`src/rtl/rjpd_pkg.sv`:
```
// ----------------------------------------------------------------------------
// rjpd_pkg
// Shared types and constants of the random jitter packet delay block.
// ----------------------------------------------------------------------------
package rjpd_pkg;

    localparam int DELAY_W = 13;
    localparam int TIME_W  = 32;
    localparam int TAG_W   = 16;
    localparam int RND_W   = 15;
    localparam int CAUSE_W = 2;
    localparam int CNT_W   = 6;
    localparam int CFG_IDX_W = 2;

    localparam logic [CAUSE_W-1:0] CAUSE_PASS  = 2'd0;
    localparam logic [CAUSE_W-1:0] CAUSE_DUE   = 2'd1;
    localparam logic [CAUSE_W-1:0] CAUSE_FLUSH = 2'd2;

    localparam logic [CFG_IDX_W-1:0] REG_MIN = 2'd0;
    localparam logic [CFG_IDX_W-1:0] REG_MAX = 2'd1;
    localparam logic [CFG_IDX_W-1:0] REG_IN  = 2'd2;
    localparam logic [CFG_IDX_W-1:0] REG_OUT = 2'd3;

    // Input tuser: op. Input tdata: now_ms, packet_tag, is_outbound, random_value.
    localparam int IN_BITS = TIME_W + TAG_W + 1 + RND_W;
    localparam int IN_W    = ((IN_BITS + 7) / 8) * 8;
    // Output tuser: cause. Output tdata: out_tag, held_count (last travels as tlast).
    localparam int OUT_BITS = TAG_W + CNT_W;
    localparam int OUT_W    = ((OUT_BITS + 7) / 8) * 8;

    // Commands from the controller to the datapath.
    typedef struct packed {
        logic load;       // capture input item
        logic mod_start;  // start modulo unit
        logic append;     // write new entry at tail
        logic emit;       // load output register
        logic emit_pass;  // output is the arriving packet
        logic [CAUSE_W-1:0] cause;
        logic emit_last;
        logic rd_req;     // read entry at scan index
        logic scan_clr;   // scan index to zero
        logic scan_inc;   // advance scan index
        logic shift_start;// remove entry at scan index
        logic shift_step; // move one entry down
        logic flush_load; // load flush counter
    } t_cmd;

    typedef struct packed {
        logic mod_done;
        logic hold_ok;    // direction enabled and room
        logic scan_end;   // scan index at count
        logic entry_due;  // entry just read is due
        logic shift_done;
        logic full;
        logic flush_end;
        logic any_emitted;
        logic out_busy;   // output register still occupied
    } t_sts;

endpackage

```
`src/rtl/rjpd_ctrl.sv`:
```
// ----------------------------------------------------------------------------
// rjpd_ctrl
// Sequencer: arrival, due scan with removal, overflow flush.
// ----------------------------------------------------------------------------
module rjpd_ctrl (
    input  logic            i_clk,
    input  logic            i_rst_n,
    input  logic            i_start,
    input  logic            i_op,
    output logic            o_idle,
    output rjpd_pkg::t_cmd  o_cmd,
    input  rjpd_pkg::t_sts  i_sts
);
    import rjpd_pkg::*;

    typedef enum logic [11:0] {
        S_IDLE   = 12'b000000000001,
        S_MOD    = 12'b000000000010,
        S_ARR    = 12'b000000000100,
        S_SREAD  = 12'b000000001000,
        S_SWAIT  = 12'b000000010000,
        S_SCHK   = 12'b000000100000,
        S_SSHIFT = 12'b000001000000,
        S_FCHK   = 12'b000010000000,
        S_FREAD  = 12'b000100000000,
        S_FWAIT  = 12'b001000000000,
        S_FSHIFT = 12'b010000000000,
        S_FIN    = 12'b100000000000
    } t_state;

    t_state r_state, n_state;

    always_ff @(posedge i_clk) begin
        if (!i_rst_n) r_state <= S_IDLE;
        else          r_state <= n_state;
    end

    assign o_idle = (r_state == S_IDLE);

    // Every emit happens only when the output register is free; the held-back
    // result is sent with the last flag in S_FIN, again once the register is free.
    always_comb begin
        n_state = r_state;
        o_cmd   = '0;
        case (r_state)
            S_IDLE: begin
                if (i_start) begin
                    o_cmd.load = 1'b1;
                    n_state = i_op ? S_MOD : S_SREAD;
                end
            end
            S_MOD: begin
                o_cmd.mod_start = 1'b1;
                n_state = S_ARR;
            end
            S_ARR: begin
                if (i_sts.mod_done) begin
                    if (i_sts.hold_ok) begin
                        o_cmd.append = 1'b1;
                        o_cmd.scan_clr = 1'b1;
                        n_state = S_SREAD;
                    end else if (!i_sts.out_busy) begin
                        o_cmd.emit = 1'b1;
                        o_cmd.emit_pass = 1'b1;
                        o_cmd.cause = CAUSE_PASS;
                        o_cmd.scan_clr = 1'b1;
                        n_state = S_SREAD;
                    end
                end
            end
            S_SREAD: begin
                if (i_sts.scan_end) begin
                    o_cmd.flush_load = 1'b1;
                    n_state = S_FCHK;
                end else begin
                    o_cmd.rd_req = 1'b1;
                    n_state = S_SWAIT;
                end
            end
            S_SWAIT: n_state = S_SCHK;
            S_SCHK: begin
                if (!i_sts.entry_due) begin
                    o_cmd.scan_inc = 1'b1;
                    n_state = S_SREAD;
                end else if (!i_sts.out_busy) begin
                    o_cmd.emit = 1'b1;
                    o_cmd.cause = CAUSE_DUE;
                    o_cmd.shift_start = 1'b1;
                    n_state = S_SSHIFT;
                end
            end
            S_SSHIFT: begin
                if (i_sts.shift_done) n_state = S_SREAD;
                else                  o_cmd.shift_step = 1'b1;
            end
            S_FCHK: begin
                if (i_sts.full) begin
                    o_cmd.scan_clr = 1'b1;
                    n_state = S_FREAD;
                end else begin
                    n_state = S_FIN;
                end
            end
            S_FREAD: begin
                if (i_sts.flush_end) begin
                    n_state = S_FIN;
                end else begin
                    o_cmd.rd_req = 1'b1;
                    n_state = S_FWAIT;
                end
            end
            S_FWAIT: begin
                if (!i_sts.out_busy) begin
                    o_cmd.emit = 1'b1;
                    o_cmd.cause = CAUSE_FLUSH;
                    o_cmd.shift_start = 1'b1;
                    n_state = S_FSHIFT;
                end
            end
            S_FSHIFT: begin
                if (i_sts.shift_done) n_state = S_FREAD;
                else                  o_cmd.shift_step = 1'b1;
            end
            S_FIN: begin
                if (!i_sts.any_emitted || !i_sts.out_busy) begin
                    o_cmd.emit_last = 1'b1;
                    n_state = S_IDLE;
                end
            end
            default: n_state = S_IDLE;
        endcase
    end

    assert property (@(posedge i_clk) disable iff (!i_rst_n)
        o_cmd.emit |-> !i_sts.out_busy)
        else $error("emit while output register occupied");
    assert property (@(posedge i_clk) disable iff (!i_rst_n)
        (r_state == S_IDLE && i_start) |=> (r_state != S_IDLE))
        else $error("accepted item did not start a sequence");
    assert property (@(posedge i_clk) disable iff (!i_rst_n)
        (r_state == S_FIN && !i_sts.out_busy) |=> (r_state == S_IDLE))
        else $error("sequence end did not return to idle");

endmodule

```
`src/rtl/rjpd_dp.sv`:
```
// ----------------------------------------------------------------------------
// rjpd_dp
// Entry store, modulo unit, scan and shift logic, and output register.
// ----------------------------------------------------------------------------
module rjpd_dp #(
    parameter int CAPACITY    = 32,
    parameter int FLUSH_COUNT = 13
) (
    input  logic                              i_clk,
    input  logic                              i_rst_n,
    input  logic [rjpd_pkg::IN_W-1:0]         i_item,
    input  logic [rjpd_pkg::DELAY_W-1:0]      i_min,
    input  logic [rjpd_pkg::DELAY_W-1:0]      i_max,
    input  logic                              i_in_en,
    input  logic                              i_out_en,
    input  rjpd_pkg::t_cmd                    i_cmd,
    output rjpd_pkg::t_sts                    o_sts,
    input  logic                              i_out_take,
    output logic                              o_out_valid,
    output logic [rjpd_pkg::OUT_W-1:0]        o_out_data,
    output logic [rjpd_pkg::CAUSE_W-1:0]      o_out_user,
    output logic                              o_out_last
);
    import rjpd_pkg::*;

    localparam int AW = (CAPACITY > 1) ? $clog2(CAPACITY) : 1;
    localparam int MW = DELAY_W + 1;

    logic [TAG_W-1:0]  mem_tag [CAPACITY];
    logic [TIME_W-1:0] mem_due [CAPACITY];

    logic              r_dir;
    logic [TIME_W-1:0] r_now;
    logic [TAG_W-1:0]  r_tag;
    logic [CNT_W-1:0]  r_cnt;
    logic [CNT_W-1:0]  r_idx;
    logic [CNT_W-1:0]  r_sh;
    logic [CNT_W-1:0]  r_flush;
    logic              r_emitted;
    logic [TAG_W-1:0]  r_rd_tag;
    logic [TIME_W-1:0] r_rd_due;
    // Modulo unit: restoring remainder, one dividend bit per cycle.
    logic [RND_W-1:0]  r_div;
    logic [MW-1:0]     r_rem;
    logic [MW-1:0]     r_den;
    logic [DELAY_W-1:0] r_lo;
    logic [4:0]        r_mcnt;
    logic              r_mbusy;
    // Shift: the move carries one entry per cycle.
    logic              r_sbusy;
    logic [TAG_W-1:0]  r_mv_tag;
    logic [TIME_W-1:0] r_mv_due;
    logic              r_mv_v;
    logic [CNT_W-1:0]  r_mv_a;

    logic              r_ov;
    logic [TAG_W-1:0]  r_otag;
    logic [CAUSE_W-1:0] r_ocause;
    logic [CNT_W-1:0]  r_ocnt;
    logic              r_olast;

    logic [DELAY_W-1:0] lo_w, hi_w;
    logic [MW-1:0]     rem_sh, rem_sub;
    logic [CNT_W-1:0]  cnt_after;

    always_comb begin
        lo_w = (i_min > i_max) ? i_max : i_min;
        hi_w = (i_min > i_max) ? i_min : i_max;
        rem_sh  = {r_rem[MW-2:0], r_div[RND_W-1]};
        rem_sub = rem_sh - r_den;
    end

    always_ff @(posedge i_clk) begin
        if (i_cmd.load) begin
            r_now <= i_item[0 +: TIME_W];
            r_tag <= i_item[TIME_W +: TAG_W];
            r_dir <= i_item[TIME_W + TAG_W];
            r_div <= i_item[1 + TIME_W + TAG_W +: RND_W];
            r_lo  <= lo_w;
            r_den <= {1'b0, hi_w - lo_w} + MW'(1);
            r_rem <= '0;
        end else if (r_mbusy) begin
            r_div <= {r_div[RND_W-2:0], 1'b0};
            r_rem <= (rem_sh >= r_den) ? rem_sub : rem_sh;
        end
    end

    always_ff @(posedge i_clk) begin
        if (!i_rst_n) begin
            r_mbusy <= 1'b0;
            r_mcnt  <= '0;
        end else if (i_cmd.mod_start) begin
            r_mbusy <= 1'b1;
            r_mcnt  <= 5'(RND_W);
        end else if (r_mbusy) begin
            r_mcnt  <= r_mcnt - 5'd1;
            if (r_mcnt == 5'd1) r_mbusy <= 1'b0;
        end
    end

    assign o_sts.mod_done = !r_mbusy && (r_mcnt == '0);
    assign o_sts.hold_ok  = (r_dir ? i_out_en : i_in_en) && (r_cnt < CNT_W'(CAPACITY));

    // Memory write and read.
    always_ff @(posedge i_clk) begin
        if (i_cmd.append) begin
            mem_tag[r_cnt[AW-1:0]] <= r_tag;
            mem_due[r_cnt[AW-1:0]] <= r_now + TIME_W'(r_lo) + TIME_W'(r_rem);
        end else if (r_mv_v) begin
            mem_tag[r_mv_a[AW-1:0]] <= r_mv_tag;
            mem_due[r_mv_a[AW-1:0]] <= r_mv_due;
        end
        if (i_cmd.rd_req) begin
            r_rd_tag <= mem_tag[r_idx[AW-1:0]];
            r_rd_due <= mem_due[r_idx[AW-1:0]];
        end else if (r_sbusy) begin
            r_mv_tag <= mem_tag[r_sh[AW-1:0]];
            r_mv_due <= mem_due[r_sh[AW-1:0]];
        end
    end

    always_ff @(posedge i_clk) begin
        r_mv_a <= r_sh - CNT_W'(1);
    end

    assign cnt_after = r_cnt - CNT_W'(1);

    always_ff @(posedge i_clk) begin
        if (!i_rst_n) begin
            r_cnt     <= '0;
            r_idx     <= '0;
            r_sh      <= '0;
            r_sbusy   <= 1'b0;
            r_mv_v    <= 1'b0;
            r_flush   <= '0;
            r_emitted <= 1'b0;
        end else begin
            r_mv_v <= r_sbusy;
            if (i_cmd.load) begin
                r_idx     <= '0;
                r_emitted <= 1'b0;
            end
            if (i_cmd.emit) r_emitted <= 1'b1;
            if (i_cmd.append) r_cnt <= r_cnt + CNT_W'(1);
            if (i_cmd.scan_clr) r_idx <= '0;
            if (i_cmd.scan_inc) r_idx <= r_idx + CNT_W'(1);
            if (i_cmd.flush_load) r_flush <= CNT_W'(FLUSH_COUNT);
            if (i_cmd.shift_start) begin
                r_cnt   <= cnt_after;
                r_sh    <= r_idx + CNT_W'(1);
                r_sbusy <= (r_idx + CNT_W'(1)) < r_cnt;
                if (i_cmd.cause == CAUSE_FLUSH) r_flush <= r_flush - CNT_W'(1);
            end else if (r_sbusy) begin
                r_sh    <= r_sh + CNT_W'(1);
                r_sbusy <= (r_sh + CNT_W'(1)) <= r_cnt;
            end
        end
    end

    assign o_sts.shift_done = !r_sbusy && !r_mv_v;
    assign o_sts.scan_end   = (r_idx >= r_cnt);
    assign o_sts.entry_due  = (r_now >= r_rd_due);
    assign o_sts.full       = (r_cnt >= CNT_W'(CAPACITY));
    assign o_sts.flush_end  = (r_flush == '0) || (r_cnt == '0);
    assign o_sts.any_emitted = r_emitted;
    assign o_sts.out_busy   = r_ov && !i_out_take;

    // Output register. A result is held back one step so that the last
    // flag can be set on it when the sequence ends.
    logic [TAG_W-1:0] hold_tag;
    logic [CAUSE_W-1:0] hold_cause;
    logic [CNT_W-1:0] hold_cnt;
    always_comb begin
        hold_tag = r_rd_tag;
        hold_cause = i_cmd.cause;
        hold_cnt = cnt_after;
        if (i_cmd.emit && i_cmd.emit_pass) begin
            hold_tag = r_tag;
            hold_cnt = r_cnt;
        end
    end

    logic               r_pv;
    logic [TAG_W-1:0]   r_ptag;
    logic [CAUSE_W-1:0] r_pcause;
    logic [CNT_W-1:0]   r_pcnt;

    always_ff @(posedge i_clk) begin
        if (!i_rst_n) begin
            r_pv  <= 1'b0;
            r_ov  <= 1'b0;
        end else begin
            if (r_ov && i_out_take) r_ov <= 1'b0;
            if (i_cmd.emit) begin
                r_pv <= 1'b1;
                if (r_pv) begin
                    r_ov <= 1'b1;
                    r_olast <= 1'b0;
                    r_otag <= r_ptag;
                    r_ocause <= r_pcause;
                    r_ocnt <= r_pcnt;
                end
                r_ptag <= hold_tag;
                r_pcause <= hold_cause;
                r_pcnt <= hold_cnt;
            end else if (i_cmd.emit_last && r_pv) begin
                r_pv <= 1'b0;
                r_ov <= 1'b1;
                r_olast <= 1'b1;
                r_otag <= r_ptag;
                r_ocause <= r_pcause;
                r_ocnt <= r_pcnt;
            end
        end
    end

    assign o_out_valid = r_ov;
    assign o_out_last  = r_olast;
    assign o_out_user  = r_ocause;
    assign o_out_data  = OUT_W'({r_ocnt, r_otag});

    assert property (@(posedge i_clk) disable iff (!i_rst_n)
        r_cnt <= CNT_W'(CAPACITY))
        else $error("held count beyond capacity");
    assert property (@(posedge i_clk) disable iff (!i_rst_n)
        (r_ov && !i_out_take) |=> r_ov)
        else $error("result dropped before transaction");
    assert property (@(posedge i_clk) disable iff (!i_rst_n)
        (r_ov && !i_out_take) |=> ($stable(r_otag) && $stable(r_ocause) &&
                                   $stable(r_ocnt) && $stable(r_olast)))
        else $error("result changed before transaction");
    assert property (@(posedge i_clk) disable iff (!i_rst_n)
        i_cmd.append |-> r_cnt < CNT_W'(CAPACITY))
        else $error("append into full store");

endmodule

```
`src/rtl/random_jitter_packet_delay.sv`:
```
// ----------------------------------------------------------------------------
// random_jitter_packet_delay
// Holds arriving packets for a random delay and releases them when due.
// ----------------------------------------------------------------------------
// One item is processed at a time. An item runs the serial modulo when it
// carries a packet, then checks each held entry, flushes entries when the store
// is full, and for every entry released or flushed moves each entry behind it
// down one place (the store has one write port). Each result waits for the
// consumer; the last result of an item is sent once the sequence ends and the
// output register is free.
module random_jitter_packet_delay #(
    parameter int CAPACITY    = 32,
    parameter int FLUSH_COUNT = 13
) (
    input  logic                          i_clk,
    input  logic                          i_rst_n,
    input  logic                          i_cfg_we,
    input  logic [rjpd_pkg::CFG_IDX_W-1:0] i_cfg_idx,
    input  logic [rjpd_pkg::DELAY_W-1:0]  i_cfg_data,
    input  logic                          s_axis_tvalid,
    output logic                          s_axis_tready,
    // now_ms, packet_tag, is_outbound, random_value (low bits first)
    input  logic [rjpd_pkg::IN_W-1:0]     s_axis_tdata,
    // op
    input  logic                          s_axis_tuser,
    output logic                          m_axis_tvalid,
    input  logic                          m_axis_tready,
    // out_tag, held_count (low bits first)
    output logic [rjpd_pkg::OUT_W-1:0]    m_axis_tdata,
    // cause
    output logic [rjpd_pkg::CAUSE_W-1:0]  m_axis_tuser,
    output logic                          m_axis_tlast
);
    import rjpd_pkg::*;

    logic [DELAY_W-1:0] r_min, r_max;
    logic r_in_en, r_out_en;
    t_cmd cmd;
    t_sts sts;
    logic idle;

    always_ff @(posedge i_clk) begin
        if (!i_rst_n) begin
            r_min <= DELAY_W'(20);
            r_max <= DELAY_W'(100);
            r_in_en <= 1'b1;
            r_out_en <= 1'b1;
        end else if (i_cfg_we) begin
            case (i_cfg_idx)
                REG_MIN: r_min <= i_cfg_data;
                REG_MAX: r_max <= i_cfg_data;
                REG_IN:  r_in_en <= i_cfg_data[0];
                REG_OUT: r_out_en <= i_cfg_data[0];
                default: ;
            endcase
        end
    end

    assign s_axis_tready = idle;

    rjpd_ctrl u_ctrl (
        .i_clk(i_clk), .i_rst_n(i_rst_n),
        .i_start(s_axis_tvalid), .i_op(s_axis_tuser),
        .o_idle(idle), .o_cmd(cmd), .i_sts(sts)
    );

    rjpd_dp #(.CAPACITY(CAPACITY), .FLUSH_COUNT(FLUSH_COUNT)) u_dp (
        .i_clk(i_clk), .i_rst_n(i_rst_n), .i_item(s_axis_tdata),
        .i_min(r_min), .i_max(r_max), .i_in_en(r_in_en), .i_out_en(r_out_en),
        .i_cmd(cmd), .o_sts(sts), .i_out_take(m_axis_tready),
        .o_out_valid(m_axis_tvalid), .o_out_data(m_axis_tdata),
        .o_out_user(m_axis_tuser), .o_out_last(m_axis_tlast)
    );

endmodule
```
`config.mk`:
```
export PLATFORM = sky130hd
export DESIGN_NAME = random_jitter_packet_delay
export DESIGN_NICKNAME = d
export VERILOG_FILES = /design/src/rtl/rjpd_pkg.sv /design/src/rtl/rjpd_ctrl.sv /design/src/rtl/rjpd_dp.sv /design/src/rtl/random_jitter_packet_delay.sv
export SDC_FILE = /design/constraint.sdc
export NUM_CORES = 2
export LEC_CHECK = 0
export BUFFER_PORTS_ARGS = -buffer_cell sky130_fd_sc_hd__clkbuf_2
export CAP_MARGIN = 10
export CORE_ASPECT_RATIO = 0.9
export CORE_UTILIZATION = 45
export DETAILED_ROUTE_END_ITERATION = 8
export PLACE_DENSITY = 0.71
export REMOVE_ABC_BUFFERS = 1
export SETUP_SLACK_MARGIN = 0.2
export SYNTH_ARGS = -nofsm -noshare
export SYNTH_HDL_FRONTEND = slang
export SYNTH_SLANG_ARGS = --single-unit
export TNS_END_PERCENT = 50
```
`constraint.sdc`:
```
create_clock -name i_clk -period 13.1 [get_ports i_clk]
set_clock_uncertainty 0.1 [all_clocks]
set_input_delay 0.655 -clock i_clk [delete_from_list [all_inputs] [get_ports i_clk]]
set_output_delay 0.655 -clock i_clk [all_outputs]
set_load 0.005 [all_outputs]
```
==> After elaboration in Yosys (flattened, before gate mapping) <==
Memory sizes are Yosys's and may differ from the RTL's. A register that Yosys moved wholly into a read port is not among the register bits.
Index checks and enable logic that the tools add are counted.
{ "classes": {"addsub": 12, "div_mod_pow": 0, "mul": 0, "n_bitwise": 2, "n_reduce_logical": 37, "n_shift": 0, "magnitude_cmp": 8, "muxes": 101, "n_eq_ne": 26} }
{ "ops": {"columns": ["operator", "n"], "rows": [
  ["two-way mux 12 bit", 12],
  ["case mux 12 bit (12 select lines)", 1],
  ["two-way mux 6 bit", 14],
  ["two-way mux 16 bit", 5],
  ["two-way mux 1 bit", 44],
  ["adder 32 x 13 -> 32 bit", 1],
  ["adder 32 x 14 -> 32 bit", 1],
  ["greater-or-equal comparator 32 bit", 1],
  ["two-way mux 32 bit", 1],
  ["OR reduction 32 bit", 1],
  ["two-way mux 15 bit", 2],
  ["two-way mux 13 bit", 2],
  ["two-way mux 4 bit", 5],
  ["adder 6 x 1 -> 6 bit (second input constant)", 3],
  ["OR reduction 16 bit", 1],
  ["two-way mux 5 bit", 3],
  ["adder 13 x 1 -> 14 bit (second input constant)", 1],
  ["greater-or-equal comparator 14 bit", 1],
  ["two-way mux 14 bit", 1],
  ["subtractor 14 bit", 1],
  ["> comparator 13 bit", 1],
  ["subtractor 13 bit", 1],
  ["equality test 12 x 1 -> 1 bit (second input constant)", 1],
  ["equality test 12 x 10 -> 1 bit (second input constant)", 1],
  ["other kinds (41)", 81]
]} }
{ "word_totals": {"word_cells": 220, "reg_bits": 234, "ramBits": 1536, "latch_bits": 0, "memories": 2, "inputBits": 85, "rom_bits": 0} }
{ "memory_table": {"columns": ["memory", "depth", "width", "rd", "rd_ports_with_merged_regs", "write_ports", "line", "source"], "rows": [
  ["u_dp.mem_due", 32, 32, 2, 2, 1, "rjpd_dp.sv:30", "logic [TIME_W-1:0] mem_due [CAPACITY];"],
  ["u_dp.mem_tag", 32, 16, 2, 2, 1, "rjpd_dp.sv:29", "logic [TAG_W-1:0] mem_tag [CAPACITY];"]
]} }

==> Longest topological paths before layout <==
{ "depth": {"depth_word": 10, "ltp_mapped": 21} }

==> Cells and area by module <==
Synthesis repeated with hierarchy kept, for this count alone.
{ "hier_totals": {"hier_cells": 4470, "area_unflattened_um2": 87161.1} }
{ "modules_own_cells": {"columns": ["mod", "cells_per_inst", "seq_area_each_um2", "n_inst", "area_per_inst_um2"], "rows": [
  ["rjpd_dp", 4244, 54292.1, 1, 85100.4],
  ["random_jitter_packet_delay", 115, 560.5, 1, 1134.8],
  ["rjpd_ctrl", 111, 240.2, 1, 925.9]
]} }

==> Least setup slack after synthesis <==
Ideal clock, no wire load.
{ "synth_timing": {"path_kind": "reg-to-reg", "startpoint": "register u_dp.r_idx[0]", "endpoint": "register u_dp.r_mv_due[0] (read register of u_dp.mem_due) (enable)", "n_path_buf": 3, "path_slack_ns": 6.755, "setup_time_ns": 0.453, "arrival_time_ns": 5.791, "path_stages_with_launch": 15, "path_cell_list": "dfxtp_1 clkbuf_1 buf_1 buf_1 inv_1 ha_1 nand2b_1 a21o_1 a21o_1 a21o_1 a21o_1 a21oi_1 nand2_1 nand2_1 nor2_1"} }
{ "synth_rtl": {"columns": ["item", "line", "source"], "rows": [
  ["from (decl)", "rjpd_dp.sv:36", "logic [CNT_W-1:0] r_idx;"],
  ["from (signal assigned)", "rjpd_dp.sv:146", "if (i_cmd.scan_inc) r_idx <= r_idx + CNT_W'(1);"],
  ["to (decl)", "rjpd_dp.sv:52", "logic [TIME_W-1:0] r_mv_due;"]
]} }

==> Final worst setup path <==
{ "layout_timing": {"startpoint": "register u_ctrl.r_state[0]", "endpoint": "memory u_dp.mem_due[13][17] (enable)"} }
{ "layout_between": {"elab_chain_len": 6, "word_cells_on_any_way": 9, "classes_between": "eq/ne: 1; mux: 7; reduce/logical: 1"} }
{ "layout_lines": {"columns": ["item", "line", "source"], "rows": [
  ["from (decl)", "rjpd_ctrl.sv:31", "t_state r_state, n_state;"],
  ["from (signal assigned)", "rjpd_ctrl.sv:35", "else r_state <= n_state;"],
  ["equality test 12 x 3 -> 1 bit (*)", "rjpd_ctrl.sv:45", "case (r_state)"],
  ["two-way mux 1 bit (*)", "rjpd_ctrl.sv:45", null],
  ["two-way mux 1 bit", "rjpd_dp.sv:106", "if (i_cmd.append) begin"],
  ["two-way mux 1 bit (not written as such)", "rjpd_dp.sv:111", "mem_due[r_mv_a[AW-1:0]] <= r_mv_due;"],
  ["OR reduction 32 bit (no line)", null, null],
  ["two-way mux 5 bit (no line) or two-way mux 1 bit (tied branches)", null, null],
  ["to (decl)", "rjpd_dp.sv:30", null]
]} }
Mark *: on every way between the ends. The rest lies on a longest branch, timed or not.

==> out/qor.txt <==
Outcome -> completed
Relative slew slack -> 0.1524
Crit share post-route -> 0.4430
CTS Sinks -> 1866
Met1 WL -> 92.29 mm
Synth Instances -> 4521
Area of the multi-input gates -> 30660 um^2
Total CTS buffers -> 185
Hpwl dp -> 131.2 mm
DR vias/cell -> 6.482
Nets -> 4929
Synth-to-layout area growth -> 12.76%
DR DRC count -> 0
Leakage -> 29.99 nW
Pwr per Cell Area -> 140.5 nW/um^2
Fin crit period -> 5803 ps
Worst-Skew Late Latency -> 840 ps
Vias in the first global route -> 48461
Ys async rst share -> 0
Die Wd -> 465.0 um
Critical Path AT -> 6150 ps
Clock buffer depth -> 3
Max Transition Viols Final -> 0
Clock Tree Root -> clkbuf_16
Sequential cell area -> 55130 um^2
ANT cells -> 0
Number of setup violations in the final report -> 0
Final Total Pwr -> 13.75 mW
Top delay family on crit path -> simple AND/OR/NAND/NOR gates
Worst Setup Start Kind -> flop
Starting DRT DRC Count -> 6060
Crit. End Element -> flop
RSZ-0062 raised after global routing -> false
Hold Vio Cnt, Final -> 0
Crit-path cells -> nor4_1 > nand2_1 > nor3_1 > nand4b_1 > nor4_2 > buf_4 > nor2b_4 > buf_4 > mux2i_1 > nand2_1 > nor2_4 > buf_4
Die ar. -> 194700 um^2
Initial Utilization -> 0.4543
Max incr delay on CP -> 1030 ps
Max Freq -> 0.1723 GHz
Synth Register Bits -> 1866
Synth cell types -> 83
H-Tree Depth -> 4
Main synth FF type -> edfxtp_1
Drt pass-1 iters -> 6
Layout fillers -> 14891
Vias -> 48146
Die H -> 418.7 um
Required time of the critical path -> 13450 ps
Buf/Inv on CP -> 3
Post-DR wirelength/cell -> 31.59 um
Max-cap violations -> 0
Seq/Total Area, Yosys -> 0.6345
DR WL met3 -> 25.35 mm
Post-CTS sizing -> 0
Most frequent cell on the critical path -> buf_4
Initial antenna violation count -> 6
Clock transition at path regs -> 60 ps
Pin count of the biggest net entering global routing -> 133
I/O pins -> 114
Highest routed layer -> met5
Critical path class -> flop to flop
Synth Warn # -> 0
Final Wtd Congestion -> 0.8274
Post-synthesis average cell area -> 19.20 um^2
Final cell count without fillers -> 7428
Slowest CP cell -> nor2_4
Gr usage total -> 0.2429
Max IR drop VDD -> 0.0001362 V
Share of cells above drive strength 1 -> 0.3389
First-pass GRT wire length -> 342.1 mm
Synth Cell Area -> 86820 um^2
Number of synthesized flops with an enable pin -> 1772
Port Buffers -> 111
Critical path fanouts, max -> 48
Routed wl met2 -> 110.2 mm
CTS tree -> done
Hold Crit Class -> input pin to flop
Placed insts -> 6996
Final setup TNS -> 0 ps
Routed Antenna Nets -> 0
Worst-Margin Slew -> 1268 ps
Rows -> 152
Gr ovfl total -> 0
Post-Route WL -> 234.7 mm
Core area -> 191100 um^2
-- worst register-to-register path: cells and delay by family, from the launching register on --
family | cells | cell delay (ps)
mux | 1 | 550
simple gates | 8 | 3030
flops | 1 | 350
buf+inv | 3 | 1370
-- path summary, 6_finish.rpt --
kind	cells after the start	start	endpoint	slack [ps]
max	12	u_ctrl.r_state[0]$_SDFFE_PN1P_	u_dp.mem_due[13][17]$_DFFE_PP_	7300
min	2	s_axis_tdata[49]	u_dp.r_div[0]$_SDFFCE_PN0P_	70
max reg2reg	12	u_ctrl.r_state[0]$_SDFFE_PN1P_	u_dp.mem_due[13][17]$_DFFE_PP_	7300
min reg2reg	0	u_dp.r_pcnt[3]$_DFFE_PP_	u_dp.r_ocnt[3]$_DFFE_PP_	320
-- per-layer routing --
layer  GRT usage  vias to the layer above
li1            -                    19363
met1      0.3437                    25554
met2      0.3774                     2834
met3     0.05648                      393
met4     0.07015                        2
met5           0                        -
-- placed cells by master (no fill, tap or decap), types with 20 or more instances in the layout --
cell / synthesis / final
o21ai_1: 9 / 20
clkinv_1: 1 / 43
a21oi_1: 111 / 98
clkbuf_2: 0 / 112
buf_4: 5 / 104
clkbuf_1: 192 / 27
mux4_2: 960 / 960
ha_1: 104 / 104
nand2b_1: 20 / 20
clkinv_2: 0 / 39
inv_1: 99 / 98
nor2_4: 0 / 34
dfxtp_1: 94 / 84
mux2_2: 99 / 99
xnor2_1: 46 / 46
nand3_1: 31 / 31
edfxtp_1: 1772 / 1772
clkbuf_16: 0 / 186
nor2_1: 160 / 126
o21ai_0: 65 / 54
nor2b_1: 24 / 23
nor3_1: 28 / 27
a21o_1: 30 / 30
dlygate4sd3_1: 0 / 75
nand2_1: 322 / 320
xor2_1: 32 / 32
bufinv_16: 0 / 22
-- kinds of logic (layout without fill, tap and decap cells) --
logic type | after synthesis | in the layout | synth area share
simple gates | 683 | 683 | 0.03554
other cells | 1 | 2 | 0.00004319
buf+inv | 388 | 753 | 0.01713
fa+ha+maj | 119 | 119 | 0.01845
flops | 1866 | 1866 | 0.6345
compound gates | 307 | 307 | 0.02221
xor+xnor | 78 | 78 | 0.007868
mux | 1079 | 1079 | 0.2642
-- per-stage QoR --
stage | area [um^2] | hold WS [ps] | setup WS [ps] | utilization
CTS | 97770 | 22.41 | 7237 | 0.5115
global placement | 90800 | 300.9 | 7320 | 0.4751
global route | 97900 | 28.12 | 7040 | 0.5122
finish | 97900 | 67.60 | 7297 | 0.5122
floorplan | 85710 | 300.3 | -7682 | -
detailed placement | 90800 | 304.5 | 7246 | 0.4751
-- cell type report --
class / instances / area share
tap: 2541 / 0.03248
clock buffer: 215 / 0.04886
inverter: 100 / 0.003860
multi-input combinational: 2268 / 0.3132
clock inverter: 134 / 0.01462
sequential: 1866 / 0.5631
timing repair buffer: 304 / 0.02381
-- synthesized netlist by cell type, types with 6 or more instances --
cell,count,area share
a21oi_1,111,0.0064
nor2b_1,24,0.0017
and2_1,8,0.00058
o211ai_1,9,0.00078
a21o_1,30,0.0026
o21ai_0,65,0.0037
and3_1,17,0.0012
xnor2_1,46,0.0046
xor2_1,32,0.0032
o31ai_1,10,0.00086
mux4_2,960,0.25
a31oi_1,10,0.00072
or3_1,8,0.00058
fa_1,15,0.0035
nand4b_1,7,0.00071
nand2b_1,20,0.0014
nand4_1,14,0.0010
clkbuf_1,192,0.0083
nor3_1,28,0.0016
nand3b_1,9,0.00078
o21ai_1,9,0.00052
buf_1,86,0.0037
ha_1,104,0.015
mux2i_1,18,0.0021
nand3_1,31,0.0018
inv_1,99,0.0043
nor2_1,160,0.0069
a211oi_1,11,0.00095
nor4_1,7,0.00050
dfxtp_1,94,0.022
nand2_1,322,0.014
nor3b_1,6,0.00052
edfxtp_1,1772,0.61
mux2_2,99,0.013
-- where the power goes --
| part | leakage (nW) | switching (mW) | internal [mW] |
|---|---|---|---|
| clock | 3.02 | 2.38 | 3.08 |
| sequential | 16.7 | 0.0541 | 7.09 |
| combinational | 10.2 | 0.843 | 0.306 |
| total | 30.0 | 3.28 | 10.5 |
-- flip-flops by register name (all words and copies together), names as in the netlist, 15 cells and up --
signal         count
u_dp.r_div        15
u_dp.r_rd_due     32
u_dp.r_mv_tag     16
u_dp.r_now        32
u_dp.r_tag        16
u_dp.r_mv_due     32
u_dp.mem_tag     512
u_dp.r_rd_tag     16
u_dp.mem_due    1024
u_dp.r_ptag       16
u_dp.r_otag       16
-- timing repair --
action	4_1_cts	5_1_grt
endpoints found under the setup margin	0	0
setup buffers	0	0
endpoints found under the hold margin	89	0
hold buffers	75	0
Power figures use the tool's default switching activity.
